$ cat src/hw/rtl/wdt_pkg.sv
`default_nettype none

package wdt_pkg;

    // item kinds
    localparam logic [1:0] KIND_WRITE = 2'd0;
    localparam logic [1:0] KIND_KICK  = 2'd1;
    localparam logic [1:0] KIND_CYCLE = 2'd2;

    // control register bits
    localparam int unsigned BIT_CHG = 4;
    localparam int unsigned BIT_EN  = 3;

    localparam int unsigned CTRL_W = 8;
    localparam int unsigned SEL_W  = 3;
    localparam int unsigned WIN_W  = 3;
    localparam int unsigned TIME_W = 64;

    typedef struct packed {
        logic [1:0]        kind;
        logic [CTRL_W-1:0] write_value;
        logic [TIME_W-1:0] now_ns;
    } wdt_cmd_t;

    typedef struct packed {
        logic [CTRL_W-1:0] control_value;
        logic              reset_request;
    } wdt_res_t;

    // one item handed from the input register to the core
    typedef struct packed {
        logic     fire;
        wdt_cmd_t cmd;
    } wdt_step_t;

    // timeout period in ns for each select code
    function automatic logic [TIME_W-1:0] period_ns(input logic [SEL_W-1:0] sel);
        logic [TIME_W-1:0] p;
        case (sel)
            3'd0:    p = 64'd47000000;
            3'd1:    p = 64'd94000000;
            3'd2:    p = 64'd190000000;
            3'd3:    p = 64'd380000000;
            3'd4:    p = 64'd750000000;
            3'd5:    p = 64'd1500000000;
            3'd6:    p = 64'd3000000000;
            default: p = 64'd6000000000;
        endcase
        return p;
    endfunction

endpackage

`default_nettype wire

$ cat src/hw/rtl/wdt_core.sv
`default_nettype none

module wdt_core
    import wdt_pkg::*;
#(
    parameter int unsigned CHANGE_WINDOW_CYCLES = 4
) (
    input  wire logic      clk,
    input  wire logic      rst_n,
    input  wire wdt_step_t step,
    output wdt_res_t       res
);

    localparam logic [WIN_W-1:0] WIN_LOAD = WIN_W'(CHANGE_WINDOW_CYCLES);

    logic [CTRL_W-1:0] control_reg, control_next;
    logic [WIN_W-1:0]  window_reg, window_next;
    logic [TIME_W-1:0] deadline_reg, deadline_next;
    logic [WIN_W-1:0]  win_dec;
    logic [CTRL_W-1:0] ctrl_cyc;
    logic              req;

    always_comb
    begin
        control_next  = control_reg;
        window_next   = window_reg;
        deadline_next = deadline_reg;
        req           = 1'b0;
        win_dec       = (window_reg != '0) ? window_reg - WIN_W'(1) : window_reg;
        ctrl_cyc      = control_reg;
        if (win_dec == '0)
        begin
            ctrl_cyc[BIT_CHG] = 1'b0;
        end
        case (step.cmd.kind)
            KIND_WRITE:
            begin
                if (step.cmd.write_value[BIT_EN] || control_reg[BIT_CHG])
                begin
                    control_next = step.cmd.write_value;
                end
                if (step.cmd.write_value[BIT_CHG])
                begin
                    window_next = WIN_LOAD;
                end
            end
            KIND_KICK:
            begin
                deadline_next = step.cmd.now_ns + period_ns(control_reg[SEL_W-1:0]);
            end
            KIND_CYCLE:
            begin
                window_next  = win_dec;
                control_next = ctrl_cyc;
                // timeout clears control, window count and deadline
                if (ctrl_cyc[BIT_EN] && (deadline_reg < step.cmd.now_ns))
                begin
                    req           = 1'b1;
                    control_next  = '0;
                    window_next   = '0;
                    deadline_next = '0;
                end
            end
            default:
            begin
                control_next = control_reg;
            end
        endcase
        res.control_value = control_next;
        res.reset_request = req;
    end

    always_ff @(posedge clk or negedge rst_n)
    begin
        if (!rst_n)
        begin
            control_reg  <= '0;
            window_reg   <= '0;
            deadline_reg <= '0;
        end
        else if (step.fire)
        begin
            control_reg  <= control_next;
            window_reg   <= window_next;
            deadline_reg <= deadline_next;
        end
    end

endmodule

`default_nettype wire

$ cat src/hw/rtl/watchdog_timer_with_timed_disable.sv
`default_nettype none

// channel | direction | signals                       | payload
// cmd     | in        | cmd_valid, cmd_ready          | cmd_item  (kind, write_value, now_ns)
// res     | out       | res_valid, res_ready          | res_item  (control_value, reset_request)
//
// one result item per command item; sustained rate is one item per clock unless results stall
// each item passes the input register, then core logic into the result register
// the core state (control, window count, deadline) updates as the item moves to the result
// async active-low reset clears control, window count, deadline and both valid flags
// a stalled result holds the pipe; cmd_ready stays high while the input register can drain

module watchdog_timer_with_timed_disable
    import wdt_pkg::*;
#(
    parameter int unsigned CHANGE_WINDOW_CYCLES = 4
) (
    input  wire logic     clk,
    input  wire logic     rst_n,
    input  wire logic     cmd_valid,
    output logic          cmd_ready,
    input  wire wdt_cmd_t cmd_item,
    output logic          res_valid,
    input  wire logic     res_ready,
    output wdt_res_t      res_item
);

    // input register
    logic     in_valid_reg;
    wdt_cmd_t in_item_reg;

    // result register
    logic     res_valid_reg;
    wdt_res_t res_item_reg;

    logic      advance;
    wdt_step_t step;
    wdt_res_t  core_res;

    // the held item moves on when the result slot is free or being emptied
    assign advance   = in_valid_reg && (!res_valid_reg || res_ready);
    assign cmd_ready = !in_valid_reg || advance;

    assign step.fire = advance;
    assign step.cmd  = in_item_reg;

    wdt_core #(
        .CHANGE_WINDOW_CYCLES(CHANGE_WINDOW_CYCLES)
    ) u_core (
        .clk  (clk),
        .rst_n(rst_n),
        .step (step),
        .res  (core_res)
    );

    always_ff @(posedge clk or negedge rst_n)
    begin
        if (!rst_n)
        begin
            in_valid_reg  <= 1'b0;
            res_valid_reg <= 1'b0;
        end
        else
        begin
            if (cmd_ready)
            begin
                in_valid_reg <= cmd_valid;
            end
            if (advance)
            begin
                res_valid_reg <= 1'b1;
            end
            else if (res_ready)
            begin
                res_valid_reg <= 1'b0;
            end
        end
    end

    // payload registers carry no reset
    always_ff @(posedge clk)
    begin
        if (cmd_ready && cmd_valid)
        begin
            in_item_reg <= cmd_item;
        end
        if (advance)
        begin
            res_item_reg <= core_res;
        end
    end

    assign res_valid = res_valid_reg;
    assign res_item  = res_item_reg;

endmodule

`default_nettype wire

$ cat config.mk
export PLATFORM = sky130hd
export DESIGN_NAME = watchdog_timer_with_timed_disable
export DESIGN_NICKNAME = d
export VERILOG_FILES = /design/src/hw/rtl/wdt_pkg.sv /design/src/hw/rtl/wdt_core.sv /design/src/hw/rtl/watchdog_timer_with_timed_disable.sv
export SDC_FILE = /design/constraint.sdc
export NUM_CORES = 1
export LEC_CHECK = 0
export ABC_AREA = 1
export BUFFER_PORTS_ARGS = -buffer_cell sky130_fd_sc_hd__buf_4
export CAP_MARGIN = 20
export CORE_MARGIN = 4
export CORE_UTILIZATION = 60
export CTS_CLUSTER_SIZE = 20
export DETAILED_ROUTE_END_ITERATION = 8
export PLACE_DENSITY_LB_ADDON = 0.12
export SYNTH_ARGS = -nofsm -noshare
export SYNTH_HDL_FRONTEND = slang
export SYNTH_HIERARCHICAL = 1
export SYNTH_SLANG_ARGS = --single-unit
export TNS_END_PERCENT = 20
$ cat constraint.sdc
create_clock -name clk -period 3.3 [get_ports clk]
set_input_delay 0.495 -clock clk [delete_from_list [all_inputs] [get_ports clk]]
set_output_delay 0.495 -clock clk [all_outputs]
set_load 0.02 [all_outputs]
After elaboration in Yosys (flattened, before gate mapping)
Cells that the tools add are included.
{"block": "totals", "register_bits": 160, "latch_bits": 0, "mem_bits_rw": 0, "romBits": 0, "input_bits": 78, "output_inout_bits": 11, "elab_cells": 55, "mem_count": 0}
{"block": "op_classes", "addsub": 2, "n_mul": 0, "div": 0, "magnitude_cmp": 1, "eq_ne": 10, "shifts": 0, "mux": 15, "bitwise_logic": 0, "n_reduce_logical": 17}
{"op": "33-bit one-hot mux with 7 select lines", "count": 1}
{"op": "64-bit two-way mux", "count": 2}
{"op": "64-bit one-hot mux with 2 select lines", "count": 1}
{"op": "64-bit adder", "count": 1}
{"op": "64-bit less-than comparator", "count": 1}
{"op": "8-bit two-way mux", "count": 2}
{"op": "8-bit one-hot mux with 2 select lines", "count": 1}
{"op": "3-bit == test (second input constant)", "count": 3}
{"op": "3-bit two-way mux", "count": 3}
{"op": "3-bit by 2-bit == test with 1-bit output (second input constant)", "count": 2}
{"op": "3-bit logical NOT", "count": 2}
{"op": "3-bit one-hot mux with 2 select lines", "count": 1}
{"op": "3-bit AND reduction", "count": 2}
{"op": "2-bit nonzero test", "count": 3}
{"op": "1-bit two-way mux", "count": 4}
{"op": "3-bit by 1-bit == test with 1-bit output (second input constant)", "count": 1}
{"op": "1-bit logical AND", "count": 3}
{"op": "1-bit logical OR", "count": 3}
{"op": "3-bit nonzero test", "count": 1}
{"op": "3-bit by 1-bit subtractor with 3-bit output (second input constant)", "count": 1}
{"op": "2-bit by 1-bit == test with 1-bit output (second input constant)", "count": 1}
{"op": "2-bit == test (second input constant)", "count": 1}
{"op": "1-bit logical NOT", "count": 2}
{"op": "2-bit logical NOT", "count": 1}
{"op": "other kinds (2)", "count": 2}

Logic depth before layout (Yosys ltp)
Gate-level depths: netlist (run 1).
{"block": "logic_depth", "word_depth": 6, "mapped_depth": 24, "ltp_nobuf": 23}

Hierarchy
Netlist (run 1), hierarchy kept.
{"mod": "wdt_core", "instances": 1, "cells_per_inst": 1262, "area_each_um2": 7965.1}
{"mod": "watchdog_timer_with_timed_disable", "instances": 1, "cells_per_inst": 95, "area_each_um2": 2587.5}

Least setup slack after synthesis (run 1)
No wires, ideal clock.
{"block": "synth_path", "kind": "register to register", "startpoint": "register u_core.control_reg[1]", "endpoint": "register u_core.deadline_reg[32]", "t_arrival_ps": 2724, "t_required_ps": 3183, "slack_ps": 459, "path_stages_with_launch": 24, "n_path_buf": 1, "synth_period_minus_slack_ps": 2841, "path_cell_list": "dfrtp_1 -> buf_2 -> nor2_1 -> inv_1 -> nor2_1 -> ha_1 -> inv_1 -> fa_1 -> inv_1 -> nand2_1 -> o21ai_1 -> nand2_1 -> nand3_1 -> nand2_1 -> nand2_2 -> nand2_1 -> nand2_2 -> nand2_1 -> nand2_1 -> nand2_1 -> nand2_1 -> nand2_1 -> nand3_1 -> nand2_1"}
{"block": "synth_via", "elab_chain_len": 5, "elab_cells_between_ends": 11, "classes_between": "add/sub: 1; eq/ne: 6; mux: 3; reduce/logical: 1"}
{"item": "start: declaration", "line": "wdt_core.sv:16", "source": "logic [CTRL_W-1:0] control_reg, control_next;"}
{"item": "start signal: assignment", "line": "wdt_core.sv:83", "source": "control_reg <= control_next;"}
{"item": "3-bit == test (tied with other cells)", "line": "wdt_pkg.sv:39", "source": "case (sel)"}
{"item": "33-bit one-hot mux with 7 select lines (*)", "line": "wdt_pkg.sv:39"}
{"item": "64-bit two-way mux (*)", "line": "wdt_core.sv:35", "source": "case (step.cmd.kind)"}
{"item": "64-bit adder (*)", "line": "wdt_core.sv:49", "source": "deadline_next = step.cmd.now_ns + period_ns(control_reg[SEL_W-1:0]);"}
{"item": "64-bit one-hot mux with 2 select lines (*)", "line": "wdt_core.sv:35"}
{"item": "end signal: assignment", "line": "wdt_core.sv:85", "source": "deadline_reg <= deadline_next;"}
{"item": "end: declaration", "line": "wdt_core.sv:18", "source": "logic [TIME_W-1:0] deadline_reg, deadline_next;"}
Every way passes the cells marked *; elsewhere a longest branch is shown, timed or not. The select of a mux whose other input is x is not followed.
A chain may end at the register's enable or synchronous reset.

Worst setup path after layout (run 1)
{"block": "layout_path", "startpoint": "register u_core.control_reg[2]", "endpoint": "register u_core.deadline_reg[46]"}
Same word-level chain as after synthesis.

==> results of run 1 <==
metal layers:
metal,vias to the layer above,routed length (um)
met5,-,0
li1,4672,-
met3,68,1671
met2,357,13640
met1,4325,11830
met4,0,930
power by group through the flow:
stage | registers (mW) | clock network [mW] | logic [mW]
floorplan | 2.75 | 0 | 2.35
global placement | 2.80 | 0 | 3.21
detailed placement | 2.81 | 0 | 3.27
CTS | 2.78 | 2.24 | 3.32
global route | 2.82 | 2.33 | 3.87
finish | 2.79 | 2.20 | 3.43
worst reg2reg max path, delay by kind of cell, from the launching register on:
family                     cells  cell delay (ns)
AOI/OAI and AO/OA              1             0.14
and+or+nand+nor               12             1.26
DFF                            1             0.47
buffers and inverters          6             0.72
adders and majority gates      1             0.39
cells in the mapped netlist (all sizes together):
library cell	count	area [um^2]
a21boi	3	22.52
a21o	4	30.03
a21oi	58	294.0
a31oi	3	18.77
a32oi	2	17.52
and2	1	6.260
and3	1	6.260
buf	16	95.09
clkbuf	4	15.01
clkinv	1	3.750
dfrtp	77	1927
edfxtp	83	2492
fa	1	20.02
ha	93	1164
inv	188	710.7
nand2	461	1797
nand3	102	528.0
nand3b	2	15.01
nand4	21	131.4
nor2	106	437.9
nor3	27	145.1
nor4	14	93.84
o211ai	8	60.06
o21a	1	7.510
o21ai	43	215.2
o21bai	5	37.54
o22ai	4	25.02
o31ai	1	7.510
or2	6	37.53
xnor2	4	35.03
xor2	17	156.4
per-stage QoR:
stage	hold WS (ns)	instance area, um^2	setup WS (ns)	cells	total power, mW
after floorplan	0.1994	10550	0.4593	1357	5.105
after global placement	0.4547	11620	-0.05537	1677	6.008
after detailed placement	0.4633	11620	-0.1223	1677	6.082
after CTS	0.02614	12280	0.07531	1709	8.340
after global routing	0.03311	12360	-0.04271	1709	9.029
final	0.01512	12360	0.2339	1709	8.412
kinds of logic (layout without fill, tap and decap cells):
group | count (synthesis) | after routing | share of synthesized area
simple gates | 741 | 741 | 0.3031
buf+inv | 209 | 336 | 0.07814
flops | 160 | 160 | 0.4188
compound gates | 132 | 132 | 0.06972
fa+ha+maj | 94 | 94 | 0.1122
xor+xnor | 21 | 21 | 0.01814
repair_timing:
action | CTS | global route
endpoints found under the hold margin | 0 | 0
pin swaps | 0 | 2
gates resized for setup | 2 | 26
hold buffers | 0 | 0
endpoints found under the setup margin | 13 | 40
cell type report:
cell class / count / area (um^2) / area share
sequential: 160 / 4422 / 0.3577
clock buffer: 19 / 464.2 / 0.03755
multi-input combinational: 988 / 5394 / 0.4363
timing repair buffer: 115 / 888.4 / 0.07186
tap: 225 / 281.5 / 0.02277
clock inverter: 13 / 195.2 / 0.01579
inverter: 189 / 716.9 / 0.05800
final timing paths:
path | from | end | cells after the start
setup / recovery | u_core/control_reg[2]$_DFFE_PN0P_ | u_core/deadline_reg[46]$_DFFE_PN0P_ | 20
hold / removal | rst_n | u_core/window_reg[0]$_DFFE_PN0P_ | 1
setup reg to reg | u_core/control_reg[2]$_DFFE_PN0P_ | u_core/deadline_reg[46]$_DFFE_PN0P_ | 20
hold reg to reg | u_core/deadline_reg[62]$_DFFE_PN0P_ | u_core/deadline_reg[62]$_DFFE_PN0P_ | 2
max in group asynchronous | rst_n | u_core/deadline_reg[30]$_DFFE_PN0P_ | 2
min in group clk | cmd_item[67] | in_item_reg[67]$_DFFE_PP_ | 1
==> flow_summary_export.csv, run 1 <==
group,metric,value,unit
floorplanning,initial_utilization,0.6101,
route,detail_route.iter0.violations,935,
setup_path,cp_data_required_time,3.62,ns
placed_design,io_buffer_count,88,
power_and_ir_drop,leakage_power,6.246,nW
route,drt.antenna.violating_nets,0,
sta,finalCriticalPeriod,3.066,ns
power_and_ir_drop,power.density_cell_area,680.5,nW/um^2
cells_and_area,largest_register_ffs,74,
power_and_ir_drop,seqPwrFrac,0.331,
floorplanning,core_area,17300,um^2
power_and_ir_drop,vdd.ir_drop.worst,0.4762,mV
global_route,first_global_vias,9123,
global_route,overflow,0,
sta,tightest_slew,0.8271,ns
clock_tree,post_cts_setup_bufs,0,
route,detail_route.drc_violations,0,
sta,post-route-period-util,0.9291,
global_route,initial_antenna_violation_count,0,
global_route,groute.layer.met1.usage,0.3637,
sta,timing.final.max_slew_violations,0,
setup_path,worstSetupPathType,"reg2reg",
sta,fmax,0.3261,GHz
cells_and_area,layout.nets,1643,
route,routed-via-count,9422,
logic_synthesis,mappedNetlistArea,10550,um^2
worst_hold_path,hold_class,"in2async",
setup_path,cp_top_family,"simple AND/OR/NAND/NOR gates",
setup_path,worst-r2r-setup-slack,0.23,ns
setup_path,arrival_time_reported_for_the_critical_path_endpoint,3.38,ns
power_and_ir_drop,netSwitchingFraction,0.3884,
clock_tree,cts.htree.levels,4,
global_route,groute.layer.met2.usage,0.4897,
setup_path,cp_cell_sequence,"inv_4 > nor2_2 > inv_1 > nor2_2 > buf_4 > inv_1 > o211ai_1 > ha_1 > nand2_1 > nor2_1 > inv_1 > nor4_2 > buf_4 > nand2_1 > nand2_4 > nand2_1 > nand2_1 > nand2_1 > nand2_1 > nand2_1",
cells_and_area,areaGrowthSynthToFinish,17.15,%
cells_and_area,post-route-util,0.7147,
global_route,grt_pass1_wl,44980,um
power_and_ir_drop,power_switching,3.267,mW
cells_and_area,layout.cells.most_common,"sky130_fd_sc_hd__nand2_1",
setup_path,crit_slowest_cell,"sky130_fd_sc_hd__dfrtp_2",
flow_run,max_cap_viols,0,
placed_design,hpwl,21290,um
clock_tree,cts.reportedPaths.clkPinSlew,0.07,ns
setup_path,worst_setup_path_end_kind,"register",
logic_synthesis,synth_warnings,6,
cells_and_area,fillerInstances,1422,
logic_synthesis,postSynthRegisterBits,160,
floorplanning,pin_count,89,
power_and_ir_drop,cell_internal_pwr,5.145,mW
sta,setup_viol_count_final,0,
sta,fin_worst_skew,0.01280,ns
route,drt_pass1_iterations,8,
route,drt-wirelength-per-cell,16.43,um
setup_path,crit_path_launch_type,"register",
sta,setup_tns,0,ns
floorplanning,dieArea,19770,um^2
logic_synthesis,postSynthCellCount,1357,
clock_tree,worstSkewPairLatency,0.43,ns
global_route,globalRouteTotalUtil,0.2855,
clock_tree,cts_buffers,17,
clock_tree,maximum_clock_insertion_buffer_count,2,
outcome,status,"completed",
route,detail_route.vias_per_cell,5.513,
global_route,gr-usage-met3,0.05631,
sta,timing.final.hold_violations,0,
cells_and_area,layout.cells.most_common_list,"442 x sky130_fd_sc_hd__nand2_1, 182 x sky130_fd_sc_hd__inv_1, 113 x sky130_fd_sc_hd__buf_4, 99 x sky130_fd_sc_hd__nand3_1, 92 x sky130_fd_sc_hd__ha_1",
setup_path,crit_path_max_incr_delay,0.47,ns
setup_path,path_max_fanout,6,
global_route,grt_start_max_net_pins,65,
floorplanning,die_width,140.6,um
logic_synthesis,postSynthAreaPerCell,7.776,um^2
cells_and_area,drive_above_1_share,0.1375,
clock_tree,numClockSinks,160,
sta,rsz_0062_raised_after_global_routing,"yes",
placed_design,globalplace.congestion,1.013,
power_and_ir_drop,clkPwrFrac,0.262,
logic_synthesis,sequential_share_of_the_synthesized_area,0.4188,
route,detail_route.wirelength,28080,um
sta,worst_rel_slew_slack,0.4478,
global_route,grt.busiest_layer,"met2",
setup_path,critical-path-top-cell-by-count,"sky130_fd_sc_hd__nand2_1",
power_and_ir_drop,power_frac_comb,0.407,
clock_tree,tritoncts,"built",
floorplanning,die_y,140.6,um
cells_and_area,antenna-diode-count,0,
setup_path,critical_path_buf_inv_count,6,
logic_synthesis,netlist-cell-type-count,49,
floorplanning,floorplan.rows,48,
clock_tree,cts.root.buffer_cell,"sky130_fd_sc_hd__clkbuf_16",
logic_synthesis,syn_nets,1529,
Power figures use the tool's default switching activity.
==> run 2, diff against run 1 <==
--- a/config.mk
+++ b/config.mk
@@ -12,7 +12,7 @@
 export CORE_UTILIZATION = 60
 export CTS_CLUSTER_SIZE = 20
 export DETAILED_ROUTE_END_ITERATION = 8
-export PLACE_DENSITY_LB_ADDON = 0.12
+export PLACE_DENSITY = 0.76
 export SYNTH_ARGS = -nofsm -noshare
 export SYNTH_HDL_FRONTEND = slang
 export SYNTH_HIERARCHICAL = 1
==> run 2 against run 1 <==
Sequential power about the same. First-iteration DRC count decreased by 12%. Global-route usage up 0.52 points. Final cell count is 0.29% higher. Die area stayed put. Final area barely moved. Wire length rose by 0.54%. Utilization about the same. Clock power shrank 8%. Non-clock buffer count rose by 5. Highest routed layer unchanged.
==> flow_summary_export.csv, run 2 (same netlist as run 1, synthesis figures left out) <==
group,metric,value,unit
sta,fmax,0.3173,GHz
sta,timing.final.max_slew_violations,0,
global_route,overflow,0,
cells_and_area,layout.nets,1648,
setup_path,crit_path_launch_type,"register",
power_and_ir_drop,leakage_power,6.256,nW
clock_tree,tritoncts,"built",
route,detail_route.vias_per_cell,5.543,
placed_design,globalplace.congestion,0.9990,
setup_path,worstSetupPathType,"reg2reg",
placed_design,hpwl,21490,um
clock_tree,numClockSinks,160,
clock_tree,cts.reportedPaths.clkPinSlew,0.07,ns
power_and_ir_drop,clkPwrFrac,0.244,
clock_tree,worstSkewPairLatency,0.45,ns
route,drt_pass1_iterations,6,
setup_path,reg2regPathDepth,19,
power_and_ir_drop,vdd.ir_drop.worst,0.4370,mV
sta,fin_worst_skew,0.01882,ns
sta,timing.final.hold_violations,0,
cells_and_area,layout.cells.most_common,"sky130_fd_sc_hd__nand2_1",
setup_path,cp_data_required_time,3.69,ns
setup_path,path_max_fanout,6,
floorplanning,core_area,17300,um^2
placed_design,preCtsSetupSlack,-0.09387,ns
clock_tree,cts_buffers,17,
power_and_ir_drop,power_switching,3.360,mW
power_and_ir_drop,power_frac_comb,0.420,
global_route,grt_start_max_net_pins,52,
floorplanning,dieArea,19770,um^2
route,detail_route.drc_violations,0,
floorplanning,floorplan.rows,48,
route,detail_route.wirelength,28230,um
clock_tree,cts.htree.levels,4,
global_route,grt_pass1_wl,45530,um
worst_hold_path,hold_class,"in2async",
route,drt-wirelength-per-cell,16.47,um
sta,finalCriticalPeriod,3.151,ns
cells_and_area,layout.cells.most_common_list,"445 x sky130_fd_sc_hd__nand2_1, 181 x sky130_fd_sc_hd__inv_1, 116 x sky130_fd_sc_hd__buf_4, 99 x sky130_fd_sc_hd__nand3_1, 93 x sky130_fd_sc_hd__ha_1",
sta,setup_tns,0,ns
route,routed-via-count,9501,
cells_and_area,largest_register_ffs,74,
floorplanning,pin_count,89,
sta,final.setup.worst_slack,0.1486,ns
global_route,first_global_vias,9132,
setup_path,arrival_time_reported_for_the_critical_path_endpoint,3.54,ns
global_route,globalRouteTotalUtil,0.2907,
cells_and_area,antenna-diode-count,0,
clock_tree,maximum_clock_insertion_buffer_count,2,
cells_and_area,drive_above_1_share,0.1390,
sta,tightest_slew,0.7643,ns
power_and_ir_drop,finalPower,8.260,mW
clock_tree,cts.root.buffer_cell,"sky130_fd_sc_hd__clkbuf_16",
sta,worst_rel_slew_slack,0.4904,
power_and_ir_drop,cell_internal_pwr,4.900,mW
cells_and_area,finalNonFillerCells,1714,
sta,post-route-period-util,0.9550,
power_and_ir_drop,seqPwrFrac,0.336,
power_and_ir_drop,netSwitchingFraction,0.4068,
outcome,status,"completed",
floorplanning,die_width,140.6,um
sta,setup_viol_count_final,0,
floorplanning,initial_utilization,0.6101,
power_and_ir_drop,power.density_cell_area,668.4,nW/um^2
placed_design,io_buffer_count,88,
route,detail_route.iter0.violations,824,
cells_and_area,fillerInstances,1438,
cells_and_area,areaGrowthSynthToFinish,17.10,%
placed_design,placed_cells,1676,
setup_path,worst_setup_path_end_kind,"register",
global_route,initial_antenna_violation_count,0,
floorplanning,die_y,140.6,um
route,drt.antenna.violating_nets,0,
flow_run,max_cap_viols,0,
sta,rsz_0062_raised_after_global_routing,"yes",
## run 2: power groups by stage
stage	clock network, mW	registers [mW]	logic (mW)
finish	2.02	2.78	3.47
global route	2.14	2.82	3.90
CTS	2.05	2.77	3.32
detailed placement	0	2.81	3.28
global placement	0	2.79	3.23
floorplan	0	2.75	2.35
## run 2: metal layers
layer | wire, um | GRT usage | vias up
met1 | 11980 | 0.3780 | 4415
met4 | 1045 | 0.1321 | 0
li1 | - | - | 4682
met3 | 1684 | 0.04545 | 64
met2 | 13520 | 0.4816 | 340
met5 | 0 | 0 | -
## run 2: final cells by class
cell class / count / area, um^2 / area share
sequential: 160 / 4420 / 0.3577
clock inverter: 15 / 171.4 / 0.01387
multi-input combinational: 988 / 5393 / 0.4364
clock buffer: 17 / 425.4 / 0.03443
inverter: 189 / 714.4 / 0.05782
tap: 225 / 281.5 / 0.02278
timing repair buffer: 120 / 950.9 / 0.07695
## run 2: worst paths after layout
check                           slack (ns)                             endpoint                           startpoint
worst max-delay path                  0.15  u_core/deadline_reg[62]$_DFFE_PN0P_    u_core/control_reg[2]$_DFFE_PN0P_
worst min-delay path                  0.12    u_core/control_reg[6]$_DFFE_PN0P_                                rst_n
worst max register to register        0.15  u_core/deadline_reg[62]$_DFFE_PN0P_    u_core/control_reg[2]$_DFFE_PN0P_
worst min register to register        0.48  u_core/deadline_reg[28]$_DFFE_PN0P_  u_core/deadline_reg[28]$_DFFE_PN0P_
max in group asynchronous             2.44  u_core/deadline_reg[31]$_DFFE_PN0P_                                rst_n
min in group clk                      0.22            in_item_reg[34]$_DFFE_PP_                         cmd_item[34]
## run 2: timing repair
item,4_1_cts,5_1_grt
pin swaps,0,3
resized for setup,1,26
hold buffers,0,0
setup endpoints to repair,6,43
buffers inserted,0,6
## run 2: metrics by stage
| stage | instance area [um^2] | hold slack [ns] | utilization |
|---|---|---|---|
| 2_1_floorplan | 10550 | 0.1994 | - |
| 6_report | 12360 | 0.1239 | 0.7144 |
| 5_1_grt | 12360 | 0.1734 | 0.7144 |
| 3_3_place_gp | 11620 | 0.4566 | 0.6719 |
| 3_5_place_dp | 11620 | 0.4663 | 0.6719 |
| 4_1_cts | 12220 | 0.1391 | 0.7067 |
## run 2: critical path, stage by stage, from the launching register on
cell and delay, ns:
sky130_fd_sc_hd__dfrtp_1 0.41, sky130_fd_sc_hd__inv_2 0.16, sky130_fd_sc_hd__nor2_4 0.06, sky130_fd_sc_hd__inv_1 0.09
sky130_fd_sc_hd__nor2_2 0.06, sky130_fd_sc_hd__buf_4 0.16, sky130_fd_sc_hd__inv_1 0.08, sky130_fd_sc_hd__o211ai_1 0.15
sky130_fd_sc_hd__ha_1 0.39, sky130_fd_sc_hd__nand2_1 0.11, sky130_fd_sc_hd__nor2_1 0.16, sky130_fd_sc_hd__inv_1 0.09
sky130_fd_sc_hd__nor4_1 0.39, sky130_fd_sc_hd__buf_4 0.20, sky130_fd_sc_hd__nand2_1 0.06, sky130_fd_sc_hd__nand2_2 0.16
sky130_fd_sc_hd__nand3_1 0.11, sky130_fd_sc_hd__nand2_1 0.08, sky130_fd_sc_hd__nand3_1 0.09, sky130_fd_sc_hd__nand2_1 0.10
==> run 3, diff against run 2 <==
--- a/config.mk
+++ b/config.mk
@@ -8,6 +8,7 @@
 export ABC_AREA = 1
 export BUFFER_PORTS_ARGS = -buffer_cell sky130_fd_sc_hd__buf_4
 export CAP_MARGIN = 20
+export CORE_ASPECT_RATIO = 1.5
 export CORE_MARGIN = 4
 export CORE_UTILIZATION = 60
 export CTS_CLUSTER_SIZE = 20
==> run 3 against run 2 <==
Clock power down 4%. Via count up 1.6%. Critical path depth down 1. Largest power group unchanged. Final cell count down 0.47%. Utilization down 0.48 points. Critical path type unchanged. Die area up 0.22%. Register-to-register slack better by 0.05 ns. First-iteration DRC count down 5.8%.
==> flow_summary_export.csv, run 3 (same netlist as run 1, synthesis figures left out) <==
group,metric,value,unit
cells_and_area,fillerInstances,1471,
placed_design,hpwl,22630,um
floorplanning,floorplan.rows,59,
route,detail_route.vias_per_cell,5.657,
power_and_ir_drop,vdd.ir_drop.worst,0.4391,mV
route,wl_met3,1544,um
global_route,initial_antenna_violation_count,0,
cells_and_area,antenna-diode-count,0,
outcome,status,"completed",
floorplanning,initial_utilization,0.6083,
route,detail_route.iter0.violations,776,
clock_tree,numClockSinks,160,
cells_and_area,areaGrowthSynthToFinish,16.66,%
sta,post-route-period-util,0.9405,
cells_and_area,area_used_by_multi_input_combinational_logic,5356,um^2
power_and_ir_drop,leakage_power,6.253,nW
global_route,grt_start_max_net_pins,44,
placed_design,io_buffer_count,88,
clock_tree,cts_buffers,17,
cells_and_area,seqCellArea,4422,um^2
sta,fmax,0.3222,GHz
route,drt_pass1_iterations,8,
setup_path,path_max_fanout,6,
setup_path,worst_setup_path_end_kind,"register",
clock_tree,maximum_clock_insertion_buffer_count,2,
floorplanning,core_area,17350,um^2
cells_and_area,largest_register_ffs,74,
cells_and_area,layout.cells.most_common_list,"444 x sky130_fd_sc_hd__nand2_1, 182 x sky130_fd_sc_hd__inv_1, 120 x sky130_fd_sc_hd__buf_4, 99 x sky130_fd_sc_hd__nand3_1, 95 x sky130_fd_sc_hd__nor2_1",
floorplanning,die_width,116.3,um
setup_path,crit_path_launch_type,"register",
cells_and_area,drive_above_1_share,0.1373,
global_route,globalRouteTotalUtil,0.3035,
route,routed-via-count,9650,
clock_tree,cts.reportedPaths.clkPinSlew,0.07,ns
flow_run,max_cap_viols,0,
floorplanning,die_y,170.4,um
route,wl_met1,11150,um
sta,timing.final.max_slew_violations,0,
power_and_ir_drop,power.density_cell_area,672.3,nW/um^2
sta,timing.hold.ws,0.05793,ns
clock_tree,cts.hold.buffers_added,0,
placed_design,placed_cells,1674,
route,detail_route.drc_violations,0,
global_route,grt_pass1_wl,46460,um
worst_hold_path,hold_class,"in2async",
floorplanning,dieArea,19820,um^2
sta,worst_rel_slew_slack,0.4676,
setup_path,arrival_time_reported_for_the_critical_path_endpoint,3.44,ns
sta,timing.final.hold_violations,0,
sta,finalCriticalPeriod,3.104,ns
cells_and_area,layout.cells.most_common,"sky130_fd_sc_hd__nand2_1",
global_route,first_global_vias,9680,
cells_and_area,layout.nets,1652,
route,drt-wirelength-per-cell,17.24,um
placed_design,globalplace.congestion,0.9915,
setup_path,worstSetupPathType,"reg2reg",
route,top_layer_used,"met4",
global_route,overflow,0,
cells_and_area,finalNonFillerCells,1706,
setup_path,cp_data_required_time,3.63,ns
power_and_ir_drop,finalPower,8.276,mW
route,routed-wl-met2,15170,um
clock_tree,post_cts_setup_bufs,0,
clock_tree,cts.root.buffer_cell,"sky130_fd_sc_hd__clkbuf_16",
clock_tree,tritoncts,"built",
clock_tree,worstSkewPairLatency,0.44,ns
route,detail_route.wirelength,29410,um
route,drt.antenna.violating_nets,0,
sta,tightest_slew,0.7914,ns
clock_tree,cts.htree.levels,4,
sta,setup_viol_count_final,0,
sta,fin_worst_skew,0.01603,ns
floorplanning,pin_count,89,
sta,rsz_0062_raised_after_global_routing,"yes",
[run 3: layout make-up]
type | instances | share of cell area
inverter | 189 | 0.05803
clock buffer | 17 | 0.03456
tap | 213 | 0.02165
sequential | 160 | 0.3592
multi-input combinational | 988 | 0.4351
timing repair buffer | 124 | 0.07968
clock inverter | 15 | 0.01179
[run 3: final timing paths]
kind	slack, ns	cells after the start	end	start
setup / recovery	0.20	18	u_core/deadline_reg[63]$_DFFE_PN0P_	u_core/control_reg[0]$_DFFE_PN0P_
hold / removal	0.06	1	u_core/control_reg[4]$_DFFE_PN0P_	rst_n
setup reg to reg	0.20	18	u_core/deadline_reg[63]$_DFFE_PN0P_	u_core/control_reg[0]$_DFFE_PN0P_
hold reg to reg	0.48	2	u_core/deadline_reg[41]$_DFFE_PN0P_	u_core/deadline_reg[41]$_DFFE_PN0P_
max in group asynchronous	2.59	2	u_core/deadline_reg[36]$_DFFE_PN0P_	rst_n
min in group clk	0.22	1	in_item_reg[47]$_DFFE_PP_	cmd_item[47]
[run 3: power breakdown]
group	internal, mW	total, mW	switching [mW]
Clock	1.01	1.94	0.936
Sequential	2.52	2.80	0.277
Combinational	1.35	3.54	2.19
[run 3: timing repair]
item / 4_1_cts / 5_1_grt
pin swaps: 0 / 1
endpoints found under the setup margin: 1 / 40
resized for setup: 1 / 15
[run 3: per-stage QoR]
| stage | utilization | TNS [ns] | area, um^2 | setup WS [ns] |
|---|---|---|---|---|
| finish | 0.7096 | 0 | 12310 | 0.1963 |
| global route | 0.7096 | -0.1159 | 12310 | -0.04446 |
| CTS | 0.7071 | 0 | 12270 | 0.06251 |
| detailed placement | 0.6741 | -0.01232 | 11690 | -0.01232 |
| global placement | 0.6741 | 0 | 11690 | 0.07484 |
| floorplan | - | 0 | 10550 | 0.4593 |
[run 3: worst max-delay path, stage by stage, from the launching register on]
cell and delay (ns):
sky130_fd_sc_hd__dfrtp_2 0.46, sky130_fd_sc_hd__inv_1 0.18, sky130_fd_sc_hd__nor2_1 0.08, sky130_fd_sc_hd__nor2_1 0.25, sky130_fd_sc_hd__o211ai_1 0.20, sky130_fd_sc_hd__ha_1 0.44
sky130_fd_sc_hd__nand2_1 0.14, sky130_fd_sc_hd__nor2_1 0.17, sky130_fd_sc_hd__inv_1 0.10, sky130_fd_sc_hd__nor2_1 0.14, sky130_fd_sc_hd__inv_1 0.10, sky130_fd_sc_hd__nor2_1 0.15
sky130_fd_sc_hd__nand2_1 0.08, sky130_fd_sc_hd__nand3_1 0.12, sky130_fd_sc_hd__nand3_1 0.11, sky130_fd_sc_hd__nand2_1 0.09, sky130_fd_sc_hd__nand2_1 0.06, sky130_fd_sc_hd__nand3_1 0.07
sky130_fd_sc_hd__nand2_1 0.06
[run 3: per-layer routing]
metal	up-vias	GRT usage
met4	0	0.1651
met5	-	0
met2	399	0.5451
li1	4684	-
met3	98	0.04305
met1	4469	0.3392
